**config.mk**
```make
export PLATFORM = sky130hd
export DESIGN_NAME = lru_keyed_slot_cache_flat
export DESIGN_NICKNAME = d
export VERILOG_FILES = /design/src/design/lksc_pkg.sv /design/src/design/lksc_if.sv /design/src/design/lksc_ram.sv /design/src/design/lksc_scan.sv /design/src/design/lru_keyed_slot_cache.sv /design/src/flat_wrapper.sv
export SDC_FILE = /design/constraint.sdc
export NUM_CORES = 1
export LEC_CHECK = 0
export BUFFER_PORTS_ARGS = -buffer_cell sky130_fd_sc_hd__buf_2
export CAP_MARGIN = 20
export CORE_MARGIN = 2
export CORE_UTILIZATION = 36
export CTS_CLUSTER_DIAMETER = 60
export DETAILED_ROUTE_END_ITERATION = 6
export SLEW_MARGIN = 20
export SYNTH_ARGS = -nofsm -noshare
export SYNTH_HDL_FRONTEND = slang
export SYNTH_SLANG_ARGS = --single-unit
```
**constraint.sdc**
```tcl
create_clock -name clk_i -period 8.9 [get_ports clk_i]
set_input_delay 2.67 -clock clk_i [delete_from_list [all_inputs] [get_ports clk_i]]
set_output_delay 2.67 -clock clk_i [all_outputs]
set_load 0.005 [all_outputs]
```
**src/design/lksc_pkg.sv**
```systemverilog
`timescale 1ns / 1ps
package lksc_pkg;

  localparam int KeyW   = 32;
  localparam int SizeW  = 10;
  localparam int StampW = 64;
  localparam int SlotW  = 3;

  typedef enum logic [1:0] {
    S_IDLE,
    S_SCAN,
    S_DRAIN,
    S_DECIDE
  } state_e;

  typedef struct packed {
    logic [KeyW-1:0]   key;
    logic [SizeW-1:0]  size;
    logic [StampW-1:0] stamp;
  } entry_t;

  typedef struct packed {
    logic clear;
    logic sample;
  } scan_ctrl_t;

endpackage

```
**src/design/lksc_if.sv**
```systemverilog
`timescale 1ns / 1ps
interface lksc_req_if;
  logic                        valid;
  logic                        ready;
  logic [lksc_pkg::KeyW-1:0]   font_key;
  logic [lksc_pkg::SizeW-1:0]  glyph_size;

  modport source (output valid, output font_key, output glyph_size, input ready);
  modport sink   (input valid, input font_key, input glyph_size, output ready);
endinterface

interface lksc_rsp_if;
  logic                        valid;
  logic                        ready;
  logic [lksc_pkg::SlotW-1:0]  slot;
  logic                        hit;
  logic                        evicted;

  modport source (output valid, output slot, output hit, output evicted, input ready);
  modport sink   (input valid, input slot, input hit, input evicted, output ready);
endinterface

```
**src/design/lksc_ram.sv**
```systemverilog
`timescale 1ns / 1ps
module lksc_ram #(
  parameter int Width = 8,
  parameter int Depth = 8
) (
  input  logic                     clk_i,
  input  logic                     we_i,
  input  logic [$clog2(Depth)-1:0] waddr_i,
  input  logic [Width-1:0]         wdata_i,
  input  logic                     re_i,
  input  logic [$clog2(Depth)-1:0] raddr_i,
  output logic [Width-1:0]         rdata_o
);

  logic [Width-1:0] mem_q [Depth];
  logic [Width-1:0] rdata_q;

  always_ff @(posedge clk_i) begin
    if (we_i) begin
      mem_q[waddr_i] <= wdata_i;
    end
    if (re_i) begin
      rdata_q <= mem_q[raddr_i];
    end
  end

  assign rdata_o = rdata_q;

endmodule

```
**src/design/lksc_scan.sv**
```systemverilog
`timescale 1ns / 1ps
module lksc_scan #(
  parameter int IdxW = 3
) (
  input  logic                        clk_i,
  input  logic                        rst_ni,
  input  lksc_pkg::scan_ctrl_t        ctrl_i,
  input  logic [IdxW-1:0]             idx_i,
  input  lksc_pkg::entry_t            entry_i,
  input  logic [lksc_pkg::KeyW-1:0]   key_i,
  input  logic [lksc_pkg::SizeW-1:0]  size_i,
  output logic                        hit_o,
  output logic [IdxW-1:0]             hit_idx_o,
  output logic [IdxW-1:0]             min_idx_o
);

  logic                        hit_q, hit_d;
  logic [IdxW-1:0]             hit_idx_q, hit_idx_d;
  logic [IdxW-1:0]             min_idx_q, min_idx_d;
  logic [lksc_pkg::StampW-1:0] best_q, best_d;

  always_comb begin
    hit_d     = hit_q;
    hit_idx_d = hit_idx_q;
    min_idx_d = min_idx_q;
    best_d    = best_q;
    if (ctrl_i.clear) begin
      hit_d     = 1'b0;
      hit_idx_d = '0;
      min_idx_d = '0;
      best_d    = '1;
    end else if (ctrl_i.sample) begin
      if (entry_i.key == key_i && entry_i.size == size_i) begin
        hit_d     = 1'b1;
        hit_idx_d = idx_i;
      end
      if (entry_i.stamp < best_q) begin
        best_d    = entry_i.stamp;
        min_idx_d = idx_i;
      end
    end
  end

  always_ff @(posedge clk_i or negedge rst_ni) begin
    if (!rst_ni) begin
      hit_q     <= 1'b0;
      hit_idx_q <= '0;
      min_idx_q <= '0;
      best_q    <= '1;
    end else begin
      hit_q     <= hit_d;
      hit_idx_q <= hit_idx_d;
      min_idx_q <= min_idx_d;
      best_q    <= best_d;
    end
  end

  assign hit_o     = hit_q;
  assign hit_idx_o = hit_idx_q;
  assign min_idx_o = min_idx_q;

endmodule

```
**src/design/lru_keyed_slot_cache.sv**
```systemverilog
`timescale 1ns / 1ps
// Fully associative key/size cache with least-recently-used replacement. Each request
// transaction returns one response: the slot now holding the pair, a hit flag, and an
// evicted flag when a miss refilled the oldest slot. At most SLOTS-1 slots are ever
// used. Key, size and stamp of each slot sit in one RAM with a single read port that is
// swept one entry per cycle over the filled slots; an empty cache skips the sweep. A new
// request is taken while the previous response still waits in the output register. No
// clearing pass follows reset.
module lru_keyed_slot_cache #(
  parameter int SLOTS = 8
) (
  input  logic        clk_i,
  input  logic        rst_ni,
  lksc_req_if.sink    req_i,
  lksc_rsp_if.source  rsp_o
);

  localparam int IdxW = $clog2(SLOTS);
  localparam logic [IdxW-1:0] LastFill = IdxW'(SLOTS - 1);

  lksc_pkg::state_e             state_q, state_d;
  logic [IdxW-1:0]              fill_q, fill_d;
  logic [IdxW-1:0]              cnt_q, cnt_d;
  logic                         rd_pend_q;
  logic [IdxW-1:0]              rd_idx_q;
  logic [lksc_pkg::StampW-1:0]  use_q, use_d;
  logic [lksc_pkg::KeyW-1:0]    key_q;
  logic [lksc_pkg::SizeW-1:0]   size_q;

  logic                         out_valid_q, out_valid_d;
  logic [lksc_pkg::SlotW-1:0]   slot_q;
  logic                         hit_q;
  logic                         evicted_q;

  logic                         accept;
  logic                         rd_en;
  logic                         decide_go;
  lksc_pkg::scan_ctrl_t         scan_ctrl;
  lksc_pkg::entry_t             rd_entry;
  lksc_pkg::entry_t             wr_entry;

  logic                         scan_hit;
  logic [IdxW-1:0]              hit_idx;
  logic [IdxW-1:0]              min_idx;

  logic [IdxW-1:0]              dec_idx;
  logic                         dec_evict;
  logic                         dec_append;
  logic [IdxW+2:0]              slot_ext;
  logic [lksc_pkg::StampW-1:0]  stamp_new;

  lksc_ram #(
    .Width ($bits(lksc_pkg::entry_t)),
    .Depth (SLOTS)
  ) u_ram (
    .clk_i   (clk_i),
    .we_i    (decide_go),
    .waddr_i (dec_idx),
    .wdata_i (wr_entry),
    .re_i    (rd_en),
    .raddr_i (cnt_q),
    .rdata_o (rd_entry)
  );

  lksc_scan #(
    .IdxW (IdxW)
  ) u_scan (
    .clk_i     (clk_i),
    .rst_ni    (rst_ni),
    .ctrl_i    (scan_ctrl),
    .idx_i     (rd_idx_q),
    .entry_i   (rd_entry),
    .key_i     (key_q),
    .size_i    (size_q),
    .hit_o     (scan_hit),
    .hit_idx_o (hit_idx),
    .min_idx_o (min_idx)
  );

  always_comb begin
    state_d = state_q;
    case (state_q)
      lksc_pkg::S_IDLE: begin
        if (req_i.valid) begin
          state_d = (fill_q == '0) ? lksc_pkg::S_DECIDE : lksc_pkg::S_SCAN;
        end
      end
      lksc_pkg::S_SCAN: begin
        if (cnt_q == fill_q - IdxW'(1)) begin
          state_d = lksc_pkg::S_DRAIN;
        end
      end
      lksc_pkg::S_DRAIN: begin
        state_d = lksc_pkg::S_DECIDE;
      end
      lksc_pkg::S_DECIDE: begin
        if (!out_valid_q || rsp_o.ready) begin
          state_d = lksc_pkg::S_IDLE;
        end
      end
      default: state_d = lksc_pkg::S_IDLE;
    endcase
  end

  always_comb begin
    req_i.ready      = 1'b0;
    rd_en            = 1'b0;
    decide_go        = 1'b0;
    case (state_q)
      lksc_pkg::S_IDLE:   req_i.ready = 1'b1;
      lksc_pkg::S_SCAN:   rd_en = 1'b1;
      lksc_pkg::S_DRAIN:  rd_en = 1'b0;
      lksc_pkg::S_DECIDE: decide_go = !out_valid_q || rsp_o.ready;
      default:            req_i.ready = 1'b0;
    endcase
  end

  assign accept           = req_i.valid && req_i.ready;
  assign scan_ctrl.clear  = accept;
  assign scan_ctrl.sample = rd_pend_q;

  always_comb begin
    dec_evict  = 1'b0;
    dec_append = 1'b0;
    if (scan_hit) begin
      dec_idx = hit_idx;
    end else if (fill_q == LastFill) begin
      dec_idx   = min_idx;
      dec_evict = 1'b1;
    end else begin
      dec_idx    = fill_q;
      dec_append = 1'b1;
    end
  end

  assign stamp_new      = use_q + lksc_pkg::StampW'(1);
  assign wr_entry.key   = key_q;
  assign wr_entry.size  = size_q;
  assign wr_entry.stamp = stamp_new;
  assign slot_ext       = {3'b000, dec_idx};

  always_comb begin
    cnt_d       = cnt_q;
    fill_d      = fill_q;
    use_d       = use_q;
    out_valid_d = out_valid_q;
    if (accept) begin
      cnt_d = '0;
    end else if (rd_en) begin
      cnt_d = cnt_q + IdxW'(1);
    end
    if (rsp_o.ready) begin
      out_valid_d = 1'b0;
    end
    if (decide_go) begin
      use_d       = stamp_new;
      out_valid_d = 1'b1;
      if (dec_append) begin
        fill_d = fill_q + IdxW'(1);
      end
    end
  end

  always_ff @(posedge clk_i or negedge rst_ni) begin
    if (!rst_ni) begin
      state_q     <= lksc_pkg::S_IDLE;
      fill_q      <= '0;
      cnt_q       <= '0;
      rd_pend_q   <= 1'b0;
      use_q       <= '0;
      out_valid_q <= 1'b0;
    end else begin
      state_q     <= state_d;
      fill_q      <= fill_d;
      cnt_q       <= cnt_d;
      rd_pend_q   <= rd_en;
      use_q       <= use_d;
      out_valid_q <= out_valid_d;
    end
  end

  always_ff @(posedge clk_i) begin
    rd_idx_q <= cnt_q;
    if (accept) begin
      key_q  <= req_i.font_key;
      size_q <= req_i.glyph_size;
    end
    if (decide_go) begin
      slot_q    <= slot_ext[lksc_pkg::SlotW-1:0];
      hit_q     <= scan_hit;
      evicted_q <= dec_evict;
    end
  end

  assign rsp_o.valid   = out_valid_q;
  assign rsp_o.slot    = slot_q;
  assign rsp_o.hit     = hit_q;
  assign rsp_o.evicted = evicted_q;

endmodule

```
**src/flat_wrapper.sv**
```systemverilog
// flat-port wrapper written by rule: the top's interface ports become plain ports
module lru_keyed_slot_cache_flat 
#(
  parameter int SLOTS = 8
)
  (clk_i, rst_ni, req_i_valid, req_i_font_key, req_i_glyph_size, req_i_ready, rsp_o_valid, rsp_o_slot, rsp_o_hit, rsp_o_evicted, rsp_o_ready);
  lksc_req_if req_i_i ();
  lksc_rsp_if rsp_o_i ();
  input  logic clk_i;
  input  logic rst_ni;
  input wire logic [$bits(req_i_i.valid)-1:0] req_i_valid;
  input wire logic [$bits(req_i_i.font_key)-1:0] req_i_font_key;
  input wire logic [$bits(req_i_i.glyph_size)-1:0] req_i_glyph_size;
  output wire logic [$bits(req_i_i.ready)-1:0] req_i_ready;
  output wire logic [$bits(rsp_o_i.valid)-1:0] rsp_o_valid;
  output wire logic [$bits(rsp_o_i.slot)-1:0] rsp_o_slot;
  output wire logic [$bits(rsp_o_i.hit)-1:0] rsp_o_hit;
  output wire logic [$bits(rsp_o_i.evicted)-1:0] rsp_o_evicted;
  input wire logic [$bits(rsp_o_i.ready)-1:0] rsp_o_ready;
  assign req_i_i.valid = req_i_valid;
  assign req_i_i.font_key = req_i_font_key;
  assign req_i_i.glyph_size = req_i_glyph_size;
  assign req_i_ready = req_i_i.ready;
  assign rsp_o_valid = rsp_o_i.valid;
  assign rsp_o_slot = rsp_o_i.slot;
  assign rsp_o_hit = rsp_o_i.hit;
  assign rsp_o_evicted = rsp_o_i.evicted;
  assign rsp_o_i.ready = rsp_o_ready;
  lru_keyed_slot_cache #(.SLOTS(SLOTS)) u_core (.clk_i(clk_i), .rst_ni(rst_ni), .req_i(req_i_i), .rsp_o(rsp_o_i));
endmodule
```
==> results of run 1 <==
==> placed cells by master, fill, tap and decap left out, types with 10 or more instances in the layout <==
| cell | n |
|---|---|
| and3_1 | 15 |
| o21ai_0 | 79 |
| a21oi_1 | 22 |
| dfrtp_1 | 78 |
| nand3_1 | 154 |
| buf_4 | 29 |
| clkinv_2 | 19 |
| dfstp_2 | 64 |
| clkbuf_1 | 30 |
| edfxtp_1 | 1001 |
| nand4_1 | 30 |
| nor2_1 | 48 |
| clkinv_1 | 22 |
| nor3_1 | 23 |
| mux2_2 | 108 |
| xor2_1 | 69 |
| xnor2_1 | 105 |
| and4_1 | 10 |
| buf_2 | 51 |
| nand2_1 | 79 |
| mux4_2 | 212 |
| clkbuf_16 | 113 |
| ha_1 | 72 |
| inv_1 | 83 |
| nor4_1 | 10 |
| a21o_1 | 12 |
==> registers in the layout (all words and copies together), names as in the netlist, 10 cells and up <==
| register | flops |
|---|---|
| u_core.use_q | 64 |
| u_core.u_scan.best_q | 64 |
| u_core.u_ram.rdata_o | 106 |
| u_core.key_q | 32 |
| u_core.size_q | 10 |
| u_core.u_ram.mem_q | 848 |
==> worst max-delay path, delay by kind of cell <==
kind                   cells  cell delay [ps]
buffers and inverters      5             1780
AND/OR/NAND/NOR            4             1300
==> report_power, final <==
| part | internal [mW] | switching [mW] |
|---|---|---|
| sequential | 7.18 | 0.492 |
| clock | 2.56 | 1.98 |
| combinational | 1.80 | 2.24 |
==> final cells by class <==
class / instances / share of cell area, %
clock inverter: 60 / 0.985
tap: 1662 / 4.00
sequential: 1149 / 65.2
clock buffer: 149 / 5.82
multi-input combinational: 1127 / 22.3
inverter: 84 / 0.607
timing repair buffer: 86 / 1.13
==> Yosys cell counts (2+ instances only) <==
library cell  number
buf_2              7
a221o_1            2
nand3_1          154
nor2_2             2
dfstp_2           64
and4_1            10
nor2_1            56
o31ai_1            2
nor4_1            10
nand2b_1           8
o21ai_0           79
nor4_4             4
dfrtp_1           81
dfxtp_1            3
mux4_2           212
edfxtp_1        1001
xnor2_1          105
and3_1            15
a221oi_1           5
a21oi_1           22
nand3_2            4
inv_1             84
mux2i_1            7
a211oi_1           2
nand4_2            2
ha_1              73
and2_1             6
buf_1             18
clkbuf_1          81
or4_4              3
nand4_1           30
or3_1              3
mux2_2           108
nand2_1           80
a21o_1            12
or4_1              2
xor2_1            69
nor3_1            23
==> kinds of logic (layout without fill, tap and decap cells) <==
logic type               after synthesis  after routing  synth area share, %
multiplexers                         327            327                 13.2
AO/OA/AOI/OAI                        133            133                 1.65
buffers and inverters                191            379                 1.58
flip-flops                          1149           1149                 73.5
adder cells (fa/ha/maj)               73             73                 1.98
XOR/XNOR                             174            174                 3.31
AND/OR/NAND/NOR                      420            420                 4.82
==> layer usage <==
metal / routed length (µm) / part of all wire [%] / vias to the layer above
li1: - / - / 9879
met1: 43700 / 46 / 11800
met2: 44700 / 47 / 524
met3: 4350 / 4.6 / 126
met4: 1890 / 2.0 / 0
met5: 0 / 0 / -
==> final timing paths <==
| path | startpoint | endpoint | slack [ps] | depth (start not counted) |
|---|---|---|---|---|
| setup / recovery | rsp_o_ready | u_core.u_ram.mem_q[1][6] | 3410 | 9 |
| hold / removal | u_core.rd_idx_q[0] | u_core.u_scan.min_idx_o[0] | 470 | 2 |
| setup reg to reg | u_core.state_q[0] | u_core.u_ram.mem_q[1][6] | 4990 | 8 |
| hold reg to reg | u_core.rd_idx_q[0] | u_core.u_scan.min_idx_o[0] | 470 | 2 |
| max in group asynchronous | rst_ni | u_core.cnt_q[1] | 5310 | 2 |
| min in group asynchronous | rst_ni | u_core.rd_pend_q | 2080 | 1 |
==> through the flow <==
| stage | utilization, % | hold WS (ps) | total power [mW] | instances |
|---|---|---|---|---|
| finish | 40.8 | 465 | 16.3 | 4317 |
| global route | 40.8 | 497 | 17.1 | 4317 |
| CTS | 40.8 | 467 | 16.5 | 4317 |
| global placement | 38.0 | 448 | 11.7 | 4108 |
| floorplan | - | 345 | 10.6 | 2467 |
| detailed placement | 38.0 | 456 | 11.9 | 4108 |
==> out/metrics.yaml, run 1 <==
yosysTopAreaCell: "edfxtp_1"
clk_latency_ps: 680
io_pins: 53
design_area_um2: 51900
grtUsageMet3_pct: 2.37
num_vias: 22300
clkTransAtPathRegs_ps: 60
synth_flop_cell: "edfxtp_1"
cts_hold_buffers: 0
hp-class: "register to register"
drc: 0
antenna_cells: 0
global_route.usage.met1_pct: 20.8
setup_violations: 0
multi_input_area_um2: 11600
slowest_stage: "buf_4"
die_w_um: 362
p_leak_nw: 17.7
fillers: 11200
cts_repair_resize_count: 0
cts_setup_buffers: 0
synthArstFlopShare_pct: 12.6
place_ws_ps: 2620
cpMostUsedCell: "buf_4"
maxCapViolCount: 0
drtPass1Iterations: 5
drive_gt1_share_pct: 25.0
clkSinkCount: 1149
antenna_found_initial: 2
syn_avg_cell_area_um2: 18.7
syn_area_um2: 46000
max_stage_delay_ps: 790
grt_max_degree: 162
cp-start-kind: "primary input"
initial_utilization_pct: 36.2
rsz0062_at_grt: "no"
cp.required_ps: 9210
fin_skew_ps: 22.4
avgViaCountPerCell: 5.17
worst_slew_pin_slew_ps: 1080
gr-max-usage-layer: "met2"
fmax_mhz: 182
maxSlewHeadroom_pct: 28.0
synth_top_area_share_pct: 65.3
wl_um: 94600
ys_types: 56
cts_buffers: 111
cp_max_fo: 46
dpl-instance-area_um2: 48400
path_class: "primary input to register"
chipHeight_um: 362
setup_ws_ps: 3410
worstPathCellList: "buf_2 -> nand2b_1 -> nand2_1 -> buf_4 -> inv_1 -> buf_4 -> nand2_1 -> nor2_4 -> buf_4"
post-route-period-util_pct: 61.7
grt_use_met2_pct: 23.1
setup-tns-final_ps: 0
grt_pass1_wl_um: 145000
grt.overflow.total: 0
p_per_area_nw_per_um2: 313
outcome: "complete, no violations"
ir_drop_uv: 214
arrival_ps: 5800
synth_warnings: 0
nets: 2678
clk_path_buf_depth: 3
area_delta_synth_final_pct: 12.8
netlist_top_cells_area: "edfxtp_1 65%, mux4_2 10%, dfrtp_1 4.4%"
cts_root_buf: "clkbuf_16"
netlist_instances: 2467
fp.dieArea_um2: 131000
grt_pass1_vias: 23400
rows: 131
grtUsageTotal_pct: 14.5
synth_edf_count: 1001
ant_nets: 0
ys_ff_latch: 1149
ys_seq_area_share_pct: 73.5
slew_viol_final: 0
hpwl_um: 53000
port_buffers: 52
cts_tree: "built"
wire_per_inst_um: 21.9
finalHoldViolCount: 0
coreArea_um2: 127000
drtIter0Drc: 1964
synth_nets: 2586
place.gp.congestion: 0.770
htree_levels: 3
seq_area_um2: 33800
cp-end-kind: "register"
min_period_ps: 5490
Note: power is estimated with default switching activity, not from simulation.
==> inputs of run 2 (changes only) <==
==> constraint.sdc (replaced) <==
create_clock -name clk_i -period 5.11 [get_ports clk_i]
set_input_delay 1.533 -clock clk_i [delete_from_list [all_inputs] [get_ports clk_i]]
set_output_delay 1.533 -clock clk_i [all_outputs]
set_load 0.005 [all_outputs]
==> out/metrics.yaml, run 2 (synthesis gave the netlist of run 1 again) <==
layout_commonest_cell: "edfxtp_1"
port_buffers: 52
initial_utilization_pct: 36.2
regMostFlops: "u_core.u_ram.mem_q"
area_delta_synth_final_pct: 14.1
worstSetupEndpoint: "u_core.u_ram.mem_q[0][60]"
setup_ws_ps: 1400
rsz0062_at_grt: "no"
drive_gt1_share_pct: 25.6
rows: 131
antenna_cells: 0
worst_slew_pin_slew_ps: 992
nets: 2700
wl_um: 97200
arrival_ps: 4130
antenna_found_initial: 5
grt_max_degree: 83
hpwl_um: 55600
grt_pass1_vias: 23700
path_class: "register to register"
cts_root_buf: "clkbuf_16"
clkTransAtPathRegs_ps: 60
place.gp.congestion: 0.793
cp_num_buf_inv: 0
rr_worst_depth: 8
worstPathCellList: "ha_1 -> nand3_1 -> nor4_4 -> nand4_2 -> or2_1 -> nor4_2 -> nand2_1 -> xnor2_1"
clk_latency_ps: 710
reg2reg_from: "u_core.use_q[0]"
outcome: "complete, no violations"
htree_levels: 3
chipHeight_um: 362
fin_skew_ps: 24.1
ir_drop_uv: 330
fmax_mhz: 269
drc: 0
wire_per_inst_um: 22.4
cp.depth: 8
grt.overflow.total: 0
cp_max_fo: 8
cp-end-kind: "register"
hp-class: "register to register"
p_per_area_nw_per_um2: 552
total_power_mw: 29.0
ant_nets: 0
cts_hold_buffers: 0
coreArea_um2: 127000
p_leak_nw: 17.9
drtPass1Iterations: 5
cts_buffers: 121
clkSinkCount: 1149
cts_repair_resize_count: 0
num_vias: 22400
avgViaCountPerCell: 5.15
layout_common_cells: "1001 x edfxtp_1, 212 x mux4_2, 154 x nand3_1"
die_w_um: 362
max_stage_delay_ps: 700
post-route-period-util_pct: 72.6
setup_violations: 0
maxSlewHeadroom_pct: 33.8
cp-start-kind: "register"
clk_path_buf_depth: 3
cp.required_ps: 5530
cts_setup_buffers: 0
slew_viol_final: 0
largest_reg_flops: 848
slowest_stage: "nor4_2"
min_period_ps: 3710
finalHoldViolCount: 0
cts_tree: "built"
rrSetupSlack_ps: 1400
drtIter0Drc: 2013
r2r_end: "u_core.u_ram.mem_q[0][60]"
setup-tns-final_ps: 0
crit_start: "u_core.use_q[0]"
whs_ps: 463
grt_pass1_wl_um: 149000
place_ws_ps: 1050
io_pins: 53
maxCapViolCount: 0
finish.utilization_pct: 41.3
crit_family: "simple AND/OR/NAND/NOR gates"
grtUsageTotal_pct: 15.0
fp.dieArea_um2: 131000
## run 2: changes by cell type in the layout (fill, tap and decap cells not counted), sizes merged
cell,change
buf,+12
clkinvlp,+1
clkbuf,+10
clkinv,-2
inv,+2
bufinv,+3
## run 2: worst min-delay path by stage
stage | from | to | cells after the start
5_1_grt | u_core.rd_idx_q[1] | u_core.u_scan.min_idx_o[1] | 2
3_5_place_dp | u_core.rd_idx_q[2] | u_core.u_scan.min_idx_o[2] | 2
3_3_place_gp | u_core.rd_idx_q[1] | u_core.u_scan.min_idx_o[1] | 2
2_1_floorplan | u_core.cnt_q[2] | u_core.rd_idx_q[2] | 0
4_1_cts | u_core.rd_idx_q[2] | u_core.u_scan.min_idx_o[2] | 2
6_report | u_core.rd_idx_q[1] | u_core.u_scan.min_idx_o[1] | 2
## run 2: layer usage
| metal | track usage (%) | share of wire, % |
|---|---|---|
| met5 | 0 | 0 |
| met4 | 3.80 | 2.0 |
| met3 | 2.43 | 4.7 |
| met2 | 24.4 | 48 |
| met1 | 21.0 | 45 |
## run 2: power breakdown
| part | internal (mW) | switching [mW] | total, mW |
|---|---|---|---|
| sequential | 12.5 | 0.900 | 13.4 |
| clock | 4.91 | 3.58 | 8.48 |
| combinational | 3.24 | 3.88 | 7.12 |
## run 2: area by class of cell
| class | count | area [µm²] |
|---|---|---|
| fill | 11200 | 74700 |
| sequential | 1149 | 33800 |
| multi-input combinational | 1127 | 11600 |
| clock buffer | 159 | 3230 |
| tap | 1662 | 2080 |
| timing repair buffer | 98 | 875 |
| clock inverter | 64 | 613 |
| inverter | 84 | 315 |
## run 2: tightest hold or removal path, delay by kind of cell, from the launching register on
family / cells / cell delay, ps
and+or+nand+nor: 1 / 60
AOI/OAI and AO/OA: 1 / 50
DFF: 1 / 310
## run 2: per-stage QoR
stage               cells  instance area, µm²
finish               4343               52500
global route         4343               52500
CTS                  4342               52500
detailed placement   4119               48700
global placement     4119               48700
floorplan            2467               46100
==> inputs of run 3 (changes only) <==
==> constraint.sdc (replaced) <==
create_clock -name clk_i -period 3.64 [get_ports clk_i]
set_input_delay 1.092 -clock clk_i [delete_from_list [all_inputs] [get_ports clk_i]]
set_output_delay 1.092 -clock clk_i [all_outputs]
set_load 0.005 [all_outputs]
==> out/metrics.yaml, run 3 (synthesis gave the netlist of run 1 again) <==
grt_pass1_wl_um: 150000
arrival_ps: 3980
clk_latency_ps: 710
grt.overflow.total: 0
cts_hold_buffers: 0
clk_path_buf_depth: 3
finish.utilization_pct: 41.7
min_period_ps: 3360
maxCapViolCount: 0
p_per_area_nw_per_um2: 767
rows: 131
port_buffers: 52
antenna_cells: 0
wl_um: 99100
nets: 2738
maxSlewHeadroom_pct: 31.5
fmax_mhz: 297
regMostFlops: "u_core.u_ram.mem_q"
setup-tns-final_ps: 0
slew_viol_final: 0
chipHeight_um: 362
clkPwrFrac_pct: 28.8
grt_max_degree: 71
largest_reg_flops: 848
crit_start: "u_core.u_scan.best_q[58]"
grtUsageTotal_pct: 15.1
avgViaCountPerCell: 5.20
htree_levels: 3
worstSetupEndpoint: "u_core.u_scan.min_idx_o[1]"
post-route-period-util_pct: 92.4
clkSinkCount: 1149
io_pins: 53
ir_drop_uv: 551
r2r_end: "u_core.u_scan.min_idx_o[1]"
worst_slew_pin_slew_ps: 1020
reg2reg_from: "u_core.u_scan.best_q[58]"
cts_setup_buffers: 0
whs_ps: 319
finalNonFillerCells: 4382
cts_repair_resize_count: 0
dp_cells: 4164
rsz0062_at_grt: "no"
place.gp.congestion: 0.786
antenna_found_initial: 1
cp-start-kind: "register"
layout_common_cells: "1001 x edfxtp_1, 212 x mux4_2, 154 x nand3_1"
cts_tree: "built"
fp.dieArea_um2: 131000
cts_buffers: 115
die_w_um: 362
drive_gt1_share_pct: 27.0
hpwl_um: 58000
hp-class: "primary input to asynchronous set/reset pin"
netSwitchingFraction_pct: 28.8
finalHoldViolCount: 0
clkTransAtPathRegs_ps: 60
grt_pass1_vias: 24100
drtPass1Iterations: 7
setup_violations: 0
layout_commonest_cell: "edfxtp_1"
drtIter0Drc: 1881
seq_power_share_pct: 46.0
cp-end-kind: "register"
ant_nets: 0
power_frac_comb_pct: 25.3
drc: 0
rr_worst_depth: 10
initial_utilization_pct: 36.2
p_switching_mw: 11.7
cp.required_ps: 4260
num_vias: 22800
cts_root_buf: "clkbuf_16"
fin_skew_ps: 50.1
path_class: "register to register"
area_delta_synth_final_pct: 15.3
cp_max_fo: 52
power.internal_mw: 29.0
coreArea_um2: 127000
outcome: "complete, no violations"
wire_per_inst_um: 22.6
rrSetupSlack_ps: 280
p_leak_nw: 18.2
-- run 3: changes by cell type in the layout (fill, tap and decap cells not counted), moves of 4 or more --
cell       before  now
buf_12         21   43
clkbuf_8        2    6
clkbuf_1       34   23
clkinv_1       24   29
buf_4          25   47
clkbuf_16     123  117
-- run 3: through the flow --
stage	setup slack [ps]	instance area [µm²]	power [mW]
floorplan	-3.39	46200	25.8
global placement	377	49300	29.0
detailed placement	282	49300	29.4
CTS	262	53100	41.2
global route	31.6	53100	42.7
finish	277	53100	40.7
-- run 3: power groups by stage --
stage	combinational, mW	sequential [mW]	clock [mW]
floorplan	7.40	18.4	0
global placement	10.2	18.8	0
detailed placement	10.4	19.0	0
CTS	10.5	18.7	12.0
global route	11.3	18.9	12.5
finish	10.3	18.7	11.7
-- run 3: worst min-delay path by stage --
stage / slack [ps] / cells past startpoint / to
2_1_floorplan: 350 / 0 / u_core.rd_idx_q[2]
3_3_place_gp: 440 / 2 / u_core.u_scan.min_idx_o[2]
3_5_place_dp: 460 / 2 / u_core.u_scan.min_idx_o[2]
4_1_cts: 280 / 1 / u_core.use_q[36]
5_1_grt: 290 / 1 / u_core.use_q[24]
6_report: 320 / 1 / u_core.use_q[35]
-- run 3: metal layers --
metal  global-route usage, %  vias to the layer above  wire (µm)
li1                        -                    10000          -
met1                    20.0                    12100      42500
met2                    25.8                      573      49700
met3                    2.58                      126       4930
met4                    3.73                        0       2040
met5                       0                        -          0
-- run 3: critical path, cell delays in order (launching register included) --
cell,delay (ps)
dfstp_2,530
inv_1,40
ha_1,300
a21o_1,190
a21o_1,170
a221o_1,340
a221o_1,390
a211oi_4,670
buf_12,360
nand3_1,120
a21oi_1,150
-- run 3: final cells by class --
cell class	instances	area, µm²
repair buffers	142	1480
well taps	1662	2080
multi-input cells	1127	11600
inverters	84	320
clock buffers	146	3100
flip-flops and latches	1149	33800
fillers	11100	74100
clock inverters	72	668
